$ cat config.mk
export PLATFORM = sky130hd
export DESIGN_NAME = owned_irq_pending_dispatcher
export DESIGN_NICKNAME = d
export VERILOG_FILES = /design/src/sv/oipd_pkg.sv /design/src/sv/oipd_table.sv /design/src/sv/oipd_ctrl.sv /design/src/sv/owned_irq_pending_dispatcher.sv
export SDC_FILE = /design/constraint.sdc
export NUM_CORES = 2
export LEC_CHECK = 0
export BUFFER_PORTS_ARGS = -buffer_cell sky130_fd_sc_hd__buf_4
export CAP_MARGIN = 40
export CORE_MARGIN = 2
export CORE_UTILIZATION = 55
export CTS_CLUSTER_DIAMETER = 100
export CTS_CLUSTER_SIZE = 30
export DETAILED_ROUTE_END_ITERATION = 7
export PLACE_DENSITY = 0.72
export RECOVER_POWER = 100
export SYNTH_ARGS = -nofsm -noshare
export SYNTH_HDL_FRONTEND = slang
export SYNTH_SLANG_ARGS = --single-unit
$ cat constraint.sdc
create_clock -name clk -period 16.8 [get_ports clk]
set_clock_uncertainty 0.05 [all_clocks]
set_input_delay 3.36 -clock clk [delete_from_list [all_inputs] [get_ports clk]]
set_output_delay 3.36 -clock clk [all_outputs]
set_load 0.01 [all_outputs]
$ cat src/sv/oipd_pkg.sv
// Package for the owned interrupt pending dispatcher.
// Holds table sizes, the entry, item, result and memory request types.
// No dependencies; every other file refers to it by scoped names.
package oipd_pkg;

  localparam int NUM_LINES   = 32;
  localparam int COUNT_WIDTH = 16;
  localparam int LINE_IDX_W  = (NUM_LINES > 1) ? $clog2(NUM_LINES) : 1;

  localparam int LINE_W  = 5;
  localparam int OWNER_W = 16;
  localparam int TAG_W   = 16;
  localparam int FUNC_W  = 2;

  localparam int S_TDATA_W = 40;
  localparam int M_TDATA_W = 24;

  typedef logic [LINE_IDX_W-1:0]  line_idx_t;
  typedef logic [COUNT_WIDTH-1:0] count_t;

  localparam count_t    COUNT_MAX = '1;
  localparam count_t    COUNT_ONE = count_t'(1);
  localparam line_idx_t LAST_LINE = line_idx_t'(NUM_LINES - 1);
  localparam line_idx_t IDX_ONE   = line_idx_t'(1);

  typedef enum logic [FUNC_W-1:0] {
    FUNC_BIND     = 2'd0,
    FUNC_EVENT    = 2'd1,
    FUNC_DISPATCH = 2'd2,
    FUNC_NONE     = 2'd3
  } func_t;

  typedef enum logic [2:0] {
    ST_IDLE,
    ST_BIND,
    ST_EVENT,
    ST_SCAN,
    ST_RESULT
  } state_t;

  typedef struct packed {
    logic [TAG_W-1:0]   handler;
    logic [OWNER_W-1:0] owner;
    count_t             count;
  } entry_t;

  typedef struct packed {
    func_t              func;
    logic [LINE_W-1:0]  line;
    logic [OWNER_W-1:0] owner_id;
    logic [TAG_W-1:0]   handler_tag;
  } item_t;

  typedef struct packed {
    logic               accepted;
    logic [LINE_W-1:0]  found_line;
    logic [TAG_W-1:0]   found_handler;
  } result_t;

  typedef struct packed {
    logic      rd_en;
    line_idx_t rd_addr;
    logic      wr_en;
    line_idx_t wr_addr;
    entry_t    wr_data;
  } mem_req_t;

endpackage

$ cat src/sv/oipd_table.sv
// Line table memory: one entry per interrupt line, registered read port.
// A valid bit per entry makes unwritten entries read as all zero after reset.
// Depends on oipd_pkg.
module oipd_table (
  input  logic              clk,
  input  logic              rst,
  input  oipd_pkg::mem_req_t req,
  output oipd_pkg::entry_t   rd_data
);

  oipd_pkg::entry_t mem [oipd_pkg::NUM_LINES];
  logic [oipd_pkg::NUM_LINES-1:0] valid;
  oipd_pkg::entry_t rd_q;
  logic             rd_valid;

  always_ff @(posedge clk) begin
    if (req.wr_en) begin
      mem[req.wr_addr] <= req.wr_data;
    end
    if (req.rd_en) begin
      rd_q <= mem[req.rd_addr];
    end
  end

  always_ff @(posedge clk) begin
    if (rst) begin
      valid    <= '0;
      rd_valid <= 1'b0;
    end else begin
      if (req.wr_en) begin
        valid[req.wr_addr] <= 1'b1;
      end
      if (req.rd_en) begin
        rd_valid <= valid[req.rd_addr];
      end
    end
  end

  assign rd_data = rd_valid ? rd_q : '0;

endmodule

$ cat src/sv/oipd_ctrl.sv
// Sequencer for bind, event and dispatch, with the result output register.
// Reads, modifies and writes back entries of oipd_table; depends on oipd_pkg.
module oipd_ctrl (
  input  logic               clk,
  input  logic               rst,
  input  logic               in_valid,
  output logic               in_ready,
  input  oipd_pkg::item_t    in_item,
  output logic               out_valid,
  input  logic               out_ready,
  output oipd_pkg::result_t  out_res,
  output oipd_pkg::mem_req_t req,
  input  oipd_pkg::entry_t   rd_data
);

  oipd_pkg::state_t    state, state_next;
  oipd_pkg::item_t     item, item_next;
  oipd_pkg::line_idx_t scan_idx, scan_idx_next;
  oipd_pkg::result_t   res, res_next;
  logic                out_load;
  logic                in_range;
  logic                hit;
  logic                evt_ok;

  assign in_range = (int'(item.line) < oipd_pkg::NUM_LINES);
  assign hit = (rd_data.handler != '0) && (rd_data.owner == item.owner_id) &&
               (rd_data.count != '0);
  assign evt_ok = in_range && (rd_data.handler != '0) &&
                  (rd_data.count != oipd_pkg::COUNT_MAX);

  always_ff @(posedge clk) begin
    if (rst) begin
      state     <= oipd_pkg::ST_IDLE;
      out_valid <= 1'b0;
    end else begin
      state <= state_next;
      if (out_load) begin
        out_valid <= 1'b1;
      end else if (out_ready) begin
        out_valid <= 1'b0;
      end
    end
  end

  always_ff @(posedge clk) begin
    item     <= item_next;
    scan_idx <= scan_idx_next;
    res      <= res_next;
    if (out_load) begin
      out_res <= res;
    end
  end

  always_comb begin
    state_next    = state;
    item_next     = item;
    scan_idx_next = scan_idx;
    res_next      = res;
    req           = '0;
    in_ready      = 1'b0;
    out_load      = 1'b0;
    case (state)
      oipd_pkg::ST_IDLE: begin
        in_ready = 1'b1;
        if (in_valid) begin
          item_next = in_item;
          case (in_item.func)
            oipd_pkg::FUNC_BIND: begin
              state_next = oipd_pkg::ST_BIND;
            end
            oipd_pkg::FUNC_EVENT: begin
              req.rd_en   = 1'b1;
              req.rd_addr = oipd_pkg::line_idx_t'(in_item.line);
              state_next  = oipd_pkg::ST_EVENT;
            end
            oipd_pkg::FUNC_DISPATCH: begin
              req.rd_en     = 1'b1;
              req.rd_addr   = '0;
              scan_idx_next = '0;
              state_next    = oipd_pkg::ST_SCAN;
            end
            default: begin
              res_next   = '0;
              state_next = oipd_pkg::ST_RESULT;
            end
          endcase
        end
      end
      oipd_pkg::ST_BIND: begin
        req.wr_en           = in_range;
        req.wr_addr         = oipd_pkg::line_idx_t'(item.line);
        req.wr_data.handler = item.handler_tag;
        req.wr_data.owner   = item.owner_id;
        req.wr_data.count   = '0;
        res_next            = '0;
        res_next.accepted   = in_range;
        state_next          = oipd_pkg::ST_RESULT;
      end
      oipd_pkg::ST_EVENT: begin
        req.wr_en         = evt_ok;
        req.wr_addr       = oipd_pkg::line_idx_t'(item.line);
        req.wr_data       = rd_data;
        req.wr_data.count = rd_data.count + oipd_pkg::COUNT_ONE;
        res_next          = '0;
        res_next.accepted = evt_ok;
        state_next        = oipd_pkg::ST_RESULT;
      end
      oipd_pkg::ST_SCAN: begin
        if (hit) begin
          req.wr_en              = 1'b1;
          req.wr_addr            = scan_idx;
          req.wr_data            = rd_data;
          req.wr_data.count      = rd_data.count - oipd_pkg::COUNT_ONE;
          res_next.accepted      = 1'b1;
          res_next.found_line    = oipd_pkg::LINE_W'(scan_idx);
          res_next.found_handler = rd_data.handler;
          state_next             = oipd_pkg::ST_RESULT;
        end else if (scan_idx == oipd_pkg::LAST_LINE) begin
          res_next   = '0;
          state_next = oipd_pkg::ST_RESULT;
        end else begin
          scan_idx_next = scan_idx + oipd_pkg::IDX_ONE;
          req.rd_en     = 1'b1;
          req.rd_addr   = scan_idx + oipd_pkg::IDX_ONE;
        end
      end
      oipd_pkg::ST_RESULT: begin
        if (!out_valid || out_ready) begin
          out_load   = 1'b1;
          state_next = oipd_pkg::ST_IDLE;
        end
      end
      default: begin
        state_next = oipd_pkg::ST_IDLE;
      end
    endcase
  end

endmodule

$ cat src/sv/owned_irq_pending_dispatcher.sv
// Top level of the owned interrupt pending dispatcher.
// Instantiates oipd_ctrl and oipd_table; uses oipd_pkg for types.
//
//   Channel  Direction  Fields (lowest bit up)
//   s_*      in         tuser: func; tdata: line, owner_id, handler_tag
//   m_*      out        tuser: accepted; tdata: found_line, found_handler
//
// One item is worked on at a time. Bind writes its entry in a single step;
// event reads the entry and writes it back; dispatch reads one table entry
// per cycle through the single memory read port, from line 0 up to the first
// matching line, or through every line when nothing matches.
// The next item is taken while a result still waits in the output register.
// Synchronous reset clears all lines to unbound at once; no clearing pass.
module owned_irq_pending_dispatcher (
  input  logic                            clk,
  input  logic                            rst,
  input  logic                            s_tvalid,
  output logic                            s_tready,
  // [4:0] line, [20:5] owner_id, [36:21] handler_tag, [39:37] zero
  input  logic [oipd_pkg::S_TDATA_W-1:0]  s_tdata,
  // [1:0] func
  input  logic [oipd_pkg::FUNC_W-1:0]     s_tuser,
  output logic                            m_tvalid,
  input  logic                            m_tready,
  // [4:0] found_line, [20:5] found_handler, [23:21] zero
  output logic [oipd_pkg::M_TDATA_W-1:0]  m_tdata,
  // [0] accepted
  output logic [0:0]                      m_tuser
);

  oipd_pkg::item_t    in_item;
  oipd_pkg::result_t  out_res;
  oipd_pkg::mem_req_t req;
  oipd_pkg::entry_t   rd_data;

  assign in_item.func        = oipd_pkg::func_t'(s_tuser);
  assign in_item.line        = s_tdata[4:0];
  assign in_item.owner_id    = s_tdata[20:5];
  assign in_item.handler_tag = s_tdata[36:21];

  assign m_tdata = {3'b000, out_res.found_handler, out_res.found_line};
  assign m_tuser = out_res.accepted;

  oipd_ctrl u_ctrl (
    .clk       (clk),
    .rst       (rst),
    .in_valid  (s_tvalid),
    .in_ready  (s_tready),
    .in_item   (in_item),
    .out_valid (m_tvalid),
    .out_ready (m_tready),
    .out_res   (out_res),
    .req       (req),
    .rd_data   (rd_data)
  );

  oipd_table u_table (
    .clk     (clk),
    .rst     (rst),
    .req     (req),
    .rd_data (rd_data)
  );

endmodule

Word-level counts from Yosys, hierarchy flattened. Memories as Yosys holds them, arrays and structs flattened. A register that Yosys moved wholly into a read port is not among the register bits. Cells that the tools add are included.

Magnitude comparators: 3. Add/sub/neg operators: 3. Equal/unequal tests: 16. Reductions and logical operators: 19. Multiplexer cells: 35. Bitwise logic cells: 1.

Operator list (number): case mux 54 bit (3 select lines) (1); two-way mux 22 bit (4); case mux 22 bit (4 select lines) (1); two-way mux 54 bit (1); two-way mux 48 bit (1); bitwise OR 32 bit (1); nonzero test 16 bit (2); case mux 6 bit (2 select lines) (2); two-way mux 5 bit (4); two-way mux 6 bit (3); adder 16 x 1 -> 16 bit (second input constant) (1); equality test 16 bit (1); inequality test 16 bit (second input constant) (1); subtractor 16 x 1 -> 16 bit (second input constant) (1); < comparator 5 x 6 -> 1 bit (second input constant) (2); two-way mux 3 bit (4); case mux 3 bit (4 select lines) (1); inequality test 2 bit (second input constant) (5); case mux 5 bit (2 select lines) (1); two-way mux 1 bit (9); case mux 3 bit (3 select lines) (1); equality test 3 x 2 -> 1 bit (second input constant) (2); adder 5 x 1 -> 5 bit (second input constant) (1); binary-select mux 1 bit (select 5 bit) (1); other kinds (22) (26).

Bits in writable memories: 1536. Word-level logic and storage cells: 92. Input bits: 46. Memories: 1. Output and inout bits: 27. Register bits: 123.

Memory list: u_table.mem (depth 32, bits a word 48, read ports 1, clocked after memory_dff 1, write ports 1, line oipd_table.sv:11) `oipd_pkg::entry_t mem [oipd_pkg::NUM_LINES];`.

Longest topological paths before layout.
Depth in word-level cells: 11. Gate-level depth with buffers: 18. Mapped depth without buffers: 12.

By module. Synthesis repeated with hierarchy kept, for this count alone.

Cells, all modules: 2865. Area, all modules: 65869.4 um2.

Modules (own cells, without submodules): oipd_table (area each 61216.2 um2, seq. area each 48226.3 um2, instances 1, cells each 2470); oipd_ctrl (area each 4626.9 um2, seq. area each 2662.6 um2, instances 1, cells each 391); owned_irq_pending_dispatcher (area each 26.3 um2, seq. area each 0.0 um2, instances 1, cells each 4).

Worst setup path before layout. OpenSTA, ideal clock, no wires.

Path kind: input-to-reg. From: input s_tvalid. To: register u_table.rd_q[21] (netlist name). Setup time: 267 ps. Buffers on the path: 5. Stages: 11. Arrival: 5951 ps. Required time: 16483 ps. Path slack: 10532 ps. Cell sequence: and2_1 > and3_1 > buf_2 > a22o_4 > buf_6 > buf_6 > buf_4 > clkbuf_1 > nand3_1 > a31oi_1 > nand4_1.

Cells in the longest elaborated chain, start to end: 2.

RTL lines: start: declaration (line owned_irq_pending_dispatcher.sv:17) `input logic s_tvalid,`; two-way mux 6 bit (line oipd_ctrl.sv:65) `if (in_valid) begin`; case mux 6 bit (2 select lines) (line oipd_ctrl.sv:62) `case (state)`.

No other way between the ends. A chain may end at the register's enable or synchronous reset.

Final worst setup path.
From: register u_table.rd_valid. To: memory u_table.mem[2][30] (netlist bit) (enable).

Cells in the longest elaborated chain, start to end: 8. Elaborated cells on any way between the ends: 12. Those cells by class: eq/ne (2); mux (5); reduce/logical (5).

RTL lines: start: declaration (line oipd_table.sv:14) `logic rd_valid;`; start signal: assignment (line oipd_table.sv:34) `rd_valid <= valid[req.rd_addr];`; two-way mux 48 bit (*) (line oipd_table.sv:39) `assign rd_data = rd_valid ? rd_q : '0;`; equality test 16 bit / nonzero test 16 bit (equally long branches) (line oipd_ctrl.sv:26, oipd_ctrl.sv:28); logical AND 1 bit (2 in a row) (line oipd_ctrl.sv:26) `assign hit = (rd_data.handler != '0) && (rd_data.owner == item.owner_id) &&`; two-way mux 54 bit (line oipd_ctrl.sv:109) `if (hit) begin`; case mux 54 bit (3 select lines) (*) (line oipd_ctrl.sv:62); two-way mux 1 bit (line oipd_table.sv:17) `if (req.wr_en) begin`; two-way mux 1 bit (implied by the code) (line oipd_table.sv:18) `mem[req.wr_addr] <= req.wr_data;`; end: declaration (line oipd_table.sv:11).

Every way passes the cells marked *; elsewhere a longest branch is shown, timed or not.

==> impl.org <==
** Logic synthesis
- Number of flops mapped to enable cells by yosys :: 1,670
- Synthesis produced a netlist whose cell count is 5,011.
- Summing every instance area after synthesis gives 67,990 µm².
- In this run the mean area of a mapped cell was 13.57 µm².
- Post-synth ARST share :: 0
- The share of synthesized area in the top cell type comes to 0.7375.
- After synthesis, the largest family of logic cells by area is simple AND/OR/NAND/NOR gates.
- Counting distinct cell types in the post-synthesis netlist gives 61.
- Of the total synthesized cell area, the portion taken by XOR and XNOR cells is 0.002447.
- Fraction of the mapped netlist area in compound gates :: 0.05462
- Primary FF master, synth :: sky130_fd_sc_hd__edfxtp_1
- sky130_fd_sc_hd__edfxtp_1 takes more of the synthesized area than any other cell.
- Area share of and/or/nand/nor cells after synthesis :: 0.1468
- Yosys attributes the largest share of cell area to sky130_fd_sc_hd__edfxtp_1 (74%), sky130_fd_sc_hd__nand2_1 (7.4%), sky130_fd_sc_hd__nand3_1 (3.2%).
- Count of warnings emitted by yosys :: 0
- Total of flip-flops plus latches after synthesis :: 1,707
- Of the total synthesized cell area, the portion taken by full adders, half adders and majority gates is 0.001656.
- Measured against the total synthesized area, the mux share comes to 0.02002.
- Sequential share of the synthesized area :: 0.7484

** Timing
- Total count of hold-check failures in the final report :: 0
- Setup TNS :: 0 ps
- Setup repair after global routing left no endpoint under its margin.
- Hold timing on the final database bottoms out at a slack of 381.2 ps.
- Measured slew at the worst slew-check pin :: 4180 ps
- Normalized max-slew margin :: -1.786
- Of the available clock period, the critical path in the final layout requires 0.6903.
- Number of failing setup endpoints in the final timing report :: 0
- Shortest period the worst path allows :: 11,600 ps
- Derived from the worst setup path, the maximum achievable clock frequency is 86.23 MHz.
- Number of slew-limit violations in the final report :: 1,753

** Worst setup path
- For the worst setup path, the data required time is 16,950 ps.
- The critical path is of the reg -> reg type.
- Of all nets on the critical path, the largest fanout is 42.
- The startpoint identified for the worst register-to-register timing path is u_table.rd_valid.
- The most critical setup path has its endpoint at u_table.mem[2][30].
- The worst register-to-register path ends at u_table.mem[2][30].
- Category of the worst setup path launch point :: flop
- Data on the critical path arrives at its endpoint at 11,750 ps.
- The critical path starts at u_table.rd_valid.
- The worst setup path is captured at a flop.
- For the worst flop-to-flop path, the logic depth is 12.
- The setup check on the worst reg-to-reg path leaves a slack of 5200 ps.

** Final layout
- Final std cell area, no fill :: 71,570 µm²
- The multi-input combinational cells in the finished layout cover a total of 15,490 µm².
- Synthesis-to-layout area growth :: 5.254%
- At the end of the flow, the number of nets in the layout was 5,006.
- After filler insertion, the fill cell instance count of the layout stands at 9,359.
- In the final layout, the share of cells above drive strength 1 is 0.03509.
- Non-filler cells, final :: 6,596
- 0 antenna diodes ended up in the layout.
- Summing all flip-flop and latch instances after layout gives 50,890 µm².

** Die
- After floorplanning, the core was sized to cover 123,200 µm².
- During I/O placement, the number of pins put on the boundary was 73.
- Initial core utilization :: 0.5521
- DIE HEIGHT :: 355.6 µm
- Horizontal die dimension :: 355.6 µm
- Floorplan die area :: 126,500 µm²
- Number of placement rows :: 129

** Global route
- Pin count of the biggest net entering global routing :: 189
- Met3 GRT Util :: 0.05193
- M2 GR Usage :: 0.4107
- For met1 alone, demand over resource in global routing was 0.3932.
- Most used routing layer :: met2
- Global routing finished with a remaining overflow of 0.
- The via count of the first global-routing pass came to 38,840.
- Global-route wire length before repair :: 250,800 µm
- Global Route Usage Sum :: 0.2697
- Antenna violations before repair :: 1

** Placed design
- Cell total after placement :: 6,514
- Area of placed instances :: 70,910 µm²
- The count of buffers added on input and output ports is 66.
- Final HPWL DP :: 88,820 µm
- The congestion estimate from routability-driven global placement came to 0.8419.

** Routing
- Summing over every cut layer, the via total after detailed routing is 41,980.
- In the routed design, unresolved DRC markers number 0.
- Router iterations before antenna repair :: 6
- Vias per inst :: 6.364
- Final wirelength :: 172,800 µm
- Post-DR wirelength/cell :: 26.20 µm
- Routed Antenna Nets :: 0
- The first routing iteration left 6,683 violations.

** Power
- The internal portion of the total power is 5536 µW.
- Leakage power of the design :: 0.02416 µW
- Of the total power, the clock network draws 0.288.
- Power consumption :: 6974 µW
- Power spread over the standard cell area amounts to 97.45 nW/µm².
- Maximum VDD drop :: 0.00009783 V
- For this design the total switching power over the nets is 1438 µW.
- Switching Fraction :: 0.2061
- The share of total power dissipated in combinational logic is 0.037.
- The share of total power dissipated in sequential elements is 0.676.

** Clocking
- The root buffer cell chosen for the clock tree is sky130_fd_sc_hd__clkbuf_16.
- No sink is reached through more buffers than the 3 on the longest clock path.
- Postcts setup bufs :: 0
- At the later pin of the worst-skew pair, clock insertion delay measures 690 ps.
- The tree built by TritonCTS fans out to 1,707 sinks.
- After clock tree synthesis, the clock-pin slew on the worst setup and hold paths is 120 ps.
- After clock tree synthesis, the flow added hold-fix buffers numbering 0.
- Total CTS buffers :: 68
- CTS built an H-tree with a depth of 3.
- TritonCTS clock tree :: built
- Post-CTS repair changed the size of 0 cells.

** Min path
- The tightest min-delay check is of the reg -> reg type.

** Job
- Max-cap violations in this run came to 66.

** Outcome
- Outcome :: finished, violations left
- The checks that failed: max-capacitance violations, max-slew violations.
state kept, by name, indices dropped and copies added, names as in the netlist:
signal            flops
u_ctrl.state          3
u_table.rd_valid      1
u_table.mem        1536
u_ctrl.scan_idx       5
u_ctrl.out_res       22
u_ctrl.out_valid      1
u_table.valid        32
u_table.rd_q         48
u_ctrl.res           22
u_ctrl.item          37
power groups by stage:
stage / logic (µW) / clock network (µW) / registers (µW)
after global routing: 275 / 2160 / 4710
after floorplan: 164 / 0 / 4790
after global placement: 249 / 0 / 4800
after detailed placement: 268 / 0 / 4800
after CTS: 269 / 2020 / 4710
final: 256 / 2010 / 4710
cell families after synthesis:
logic type,count (synthesis)
multiplexers,136
other,1
AND/OR/NAND/NOR,2256
XOR/XNOR,19
buffers and inverters,337
adder cells (fa/ha/maj),9
AO/OA/AOI/OAI,546
flip-flops,1707
worst max-delay path, stage by stage, from the launching register on:
cell	delay [ps]
sky130_fd_sc_hd__dfxtp_2	330
sky130_fd_sc_hd__clkbuf_1	1660
sky130_fd_sc_hd__nand2_1	220
sky130_fd_sc_hd__ha_1	400
sky130_fd_sc_hd__nand2_1	260
sky130_fd_sc_hd__nor3_1	150
sky130_fd_sc_hd__nor4_4	250
sky130_fd_sc_hd__clkbuf_1	960
sky130_fd_sc_hd__and2_0	770
sky130_fd_sc_hd__or3b_1	510
sky130_fd_sc_hd__nand3_1	500
sky130_fd_sc_hd__nor2_1	2020
sky130_fd_sc_hd__clkbuf_1	2950
per-layer routing:
layer,vias to the layer above,share of wire
li1,18370,-
met1,20700,0.40
met2,2554,0.45
met3,361,0.12
met4,0,0.037
met5,-,0
worst min path at each step:
| stage | from | to | slack, ps | cells after the start |
|---|---|---|---|---|
| after floorplan | u_ctrl.res[0] | u_ctrl.out_res[0] | 350 | 0 |
| after global placement | u_ctrl.res[17] | u_ctrl.out_res[17] | 350 | 0 |
| after detailed placement | u_ctrl.res[2] | u_ctrl.out_res[2] | 360 | 0 |
| after CTS | u_ctrl.res[6] | u_ctrl.out_res[6] | 380 | 0 |
| after global routing | u_ctrl.res[16] | u_ctrl.out_res[16] | 390 | 0 |
| final | u_ctrl.res[11] | u_ctrl.out_res[11] | 380 | 0 |
final cells by class:
class / instances / share of cell area
Multi-Input combinational cell: 2969 / 0.2164
Clock buffer: 72 / 0.02458
Sequential cell: 1707 / 0.7111
Tap cell: 1637 / 0.02862
Timing Repair Buffer: 196 / 0.01717
Clock inverter: 6 / 0.001678
Inverter: 9 / 0.0004720
stage by stage:
stage          setup slack (ps)    util
3_5_place_dp               8256  0.5758
5_1_grt                    4883  0.5811
3_3_place_gp               7999  0.5673
4_1_cts                    8984  0.5911
6_report                   5202  0.5811
2_1_floorplan             10530       -
Yosys cell counts (all sizes together), types with 5 or more instances:
cell type	instances
a211oi	55
a21o	5
a21oi	71
a221oi	43
a22o	35
a22oi	11
a31oi	140
a32o	6
a32oi	48
and2	6
and3	266
buf	200
clkbuf	128
dfxtp	37
edfxtp	1670
ha	9
inv	9
mux2i	136
nand2	1332
nand3	432
nand4	51
nand4b	5
nor2	113
nor3	18
nor4	8
o21a	6
o21ai	99
o22ai	15
or3	8
xnor2	7
xor2	12
cell usage in the layout, fill, tap and decap left out, types with 6 or more instances in the layout:
cell type                   synthesis  final
sky130_fd_sc_hd__edfxtp_1        1670   1670
sky130_fd_sc_hd__nand2_1         1332   1330
sky130_fd_sc_hd__nand3_1          432    432
sky130_fd_sc_hd__and3_1           266    264
sky130_fd_sc_hd__a31oi_1          140    139
sky130_fd_sc_hd__mux2i_1          136    136
sky130_fd_sc_hd__clkbuf_1         128    132
sky130_fd_sc_hd__nor2_1           113    102
sky130_fd_sc_hd__a21oi_1           71     71
sky130_fd_sc_hd__clkbuf_16          0     70
sky130_fd_sc_hd__a211oi_1          55     55
sky130_fd_sc_hd__nand4_1           51     51
sky130_fd_sc_hd__o21ai_0           13     50
sky130_fd_sc_hd__o21ai_1           86     49
sky130_fd_sc_hd__a32oi_1           47     47
sky130_fd_sc_hd__a221oi_1          42     42
sky130_fd_sc_hd__dfxtp_1           37     36
sky130_fd_sc_hd__a22o_1            34     32
sky130_fd_sc_hd__clkbuf_4           0     25
sky130_fd_sc_hd__buf_4             21     25
sky130_fd_sc_hd__nor3_1            16     17
sky130_fd_sc_hd__o22ai_1           15     15
sky130_fd_sc_hd__xor2_1            12     12
sky130_fd_sc_hd__nor2_4             0     11
sky130_fd_sc_hd__buf_12             0     10
sky130_fd_sc_hd__inv_1              9      9
sky130_fd_sc_hd__ha_1               9      9
sky130_fd_sc_hd__a22oi_1            7      8
sky130_fd_sc_hd__or3_1              8      8
sky130_fd_sc_hd__nor4_1             7      7
sky130_fd_sc_hd__xnor2_1            7      7
sky130_fd_sc_hd__o21a_1             6      6
sky130_fd_sc_hd__a32o_1             6      6
sky130_fd_sc_hd__buf_16             0      6
(Power assumes the default switching activity.)
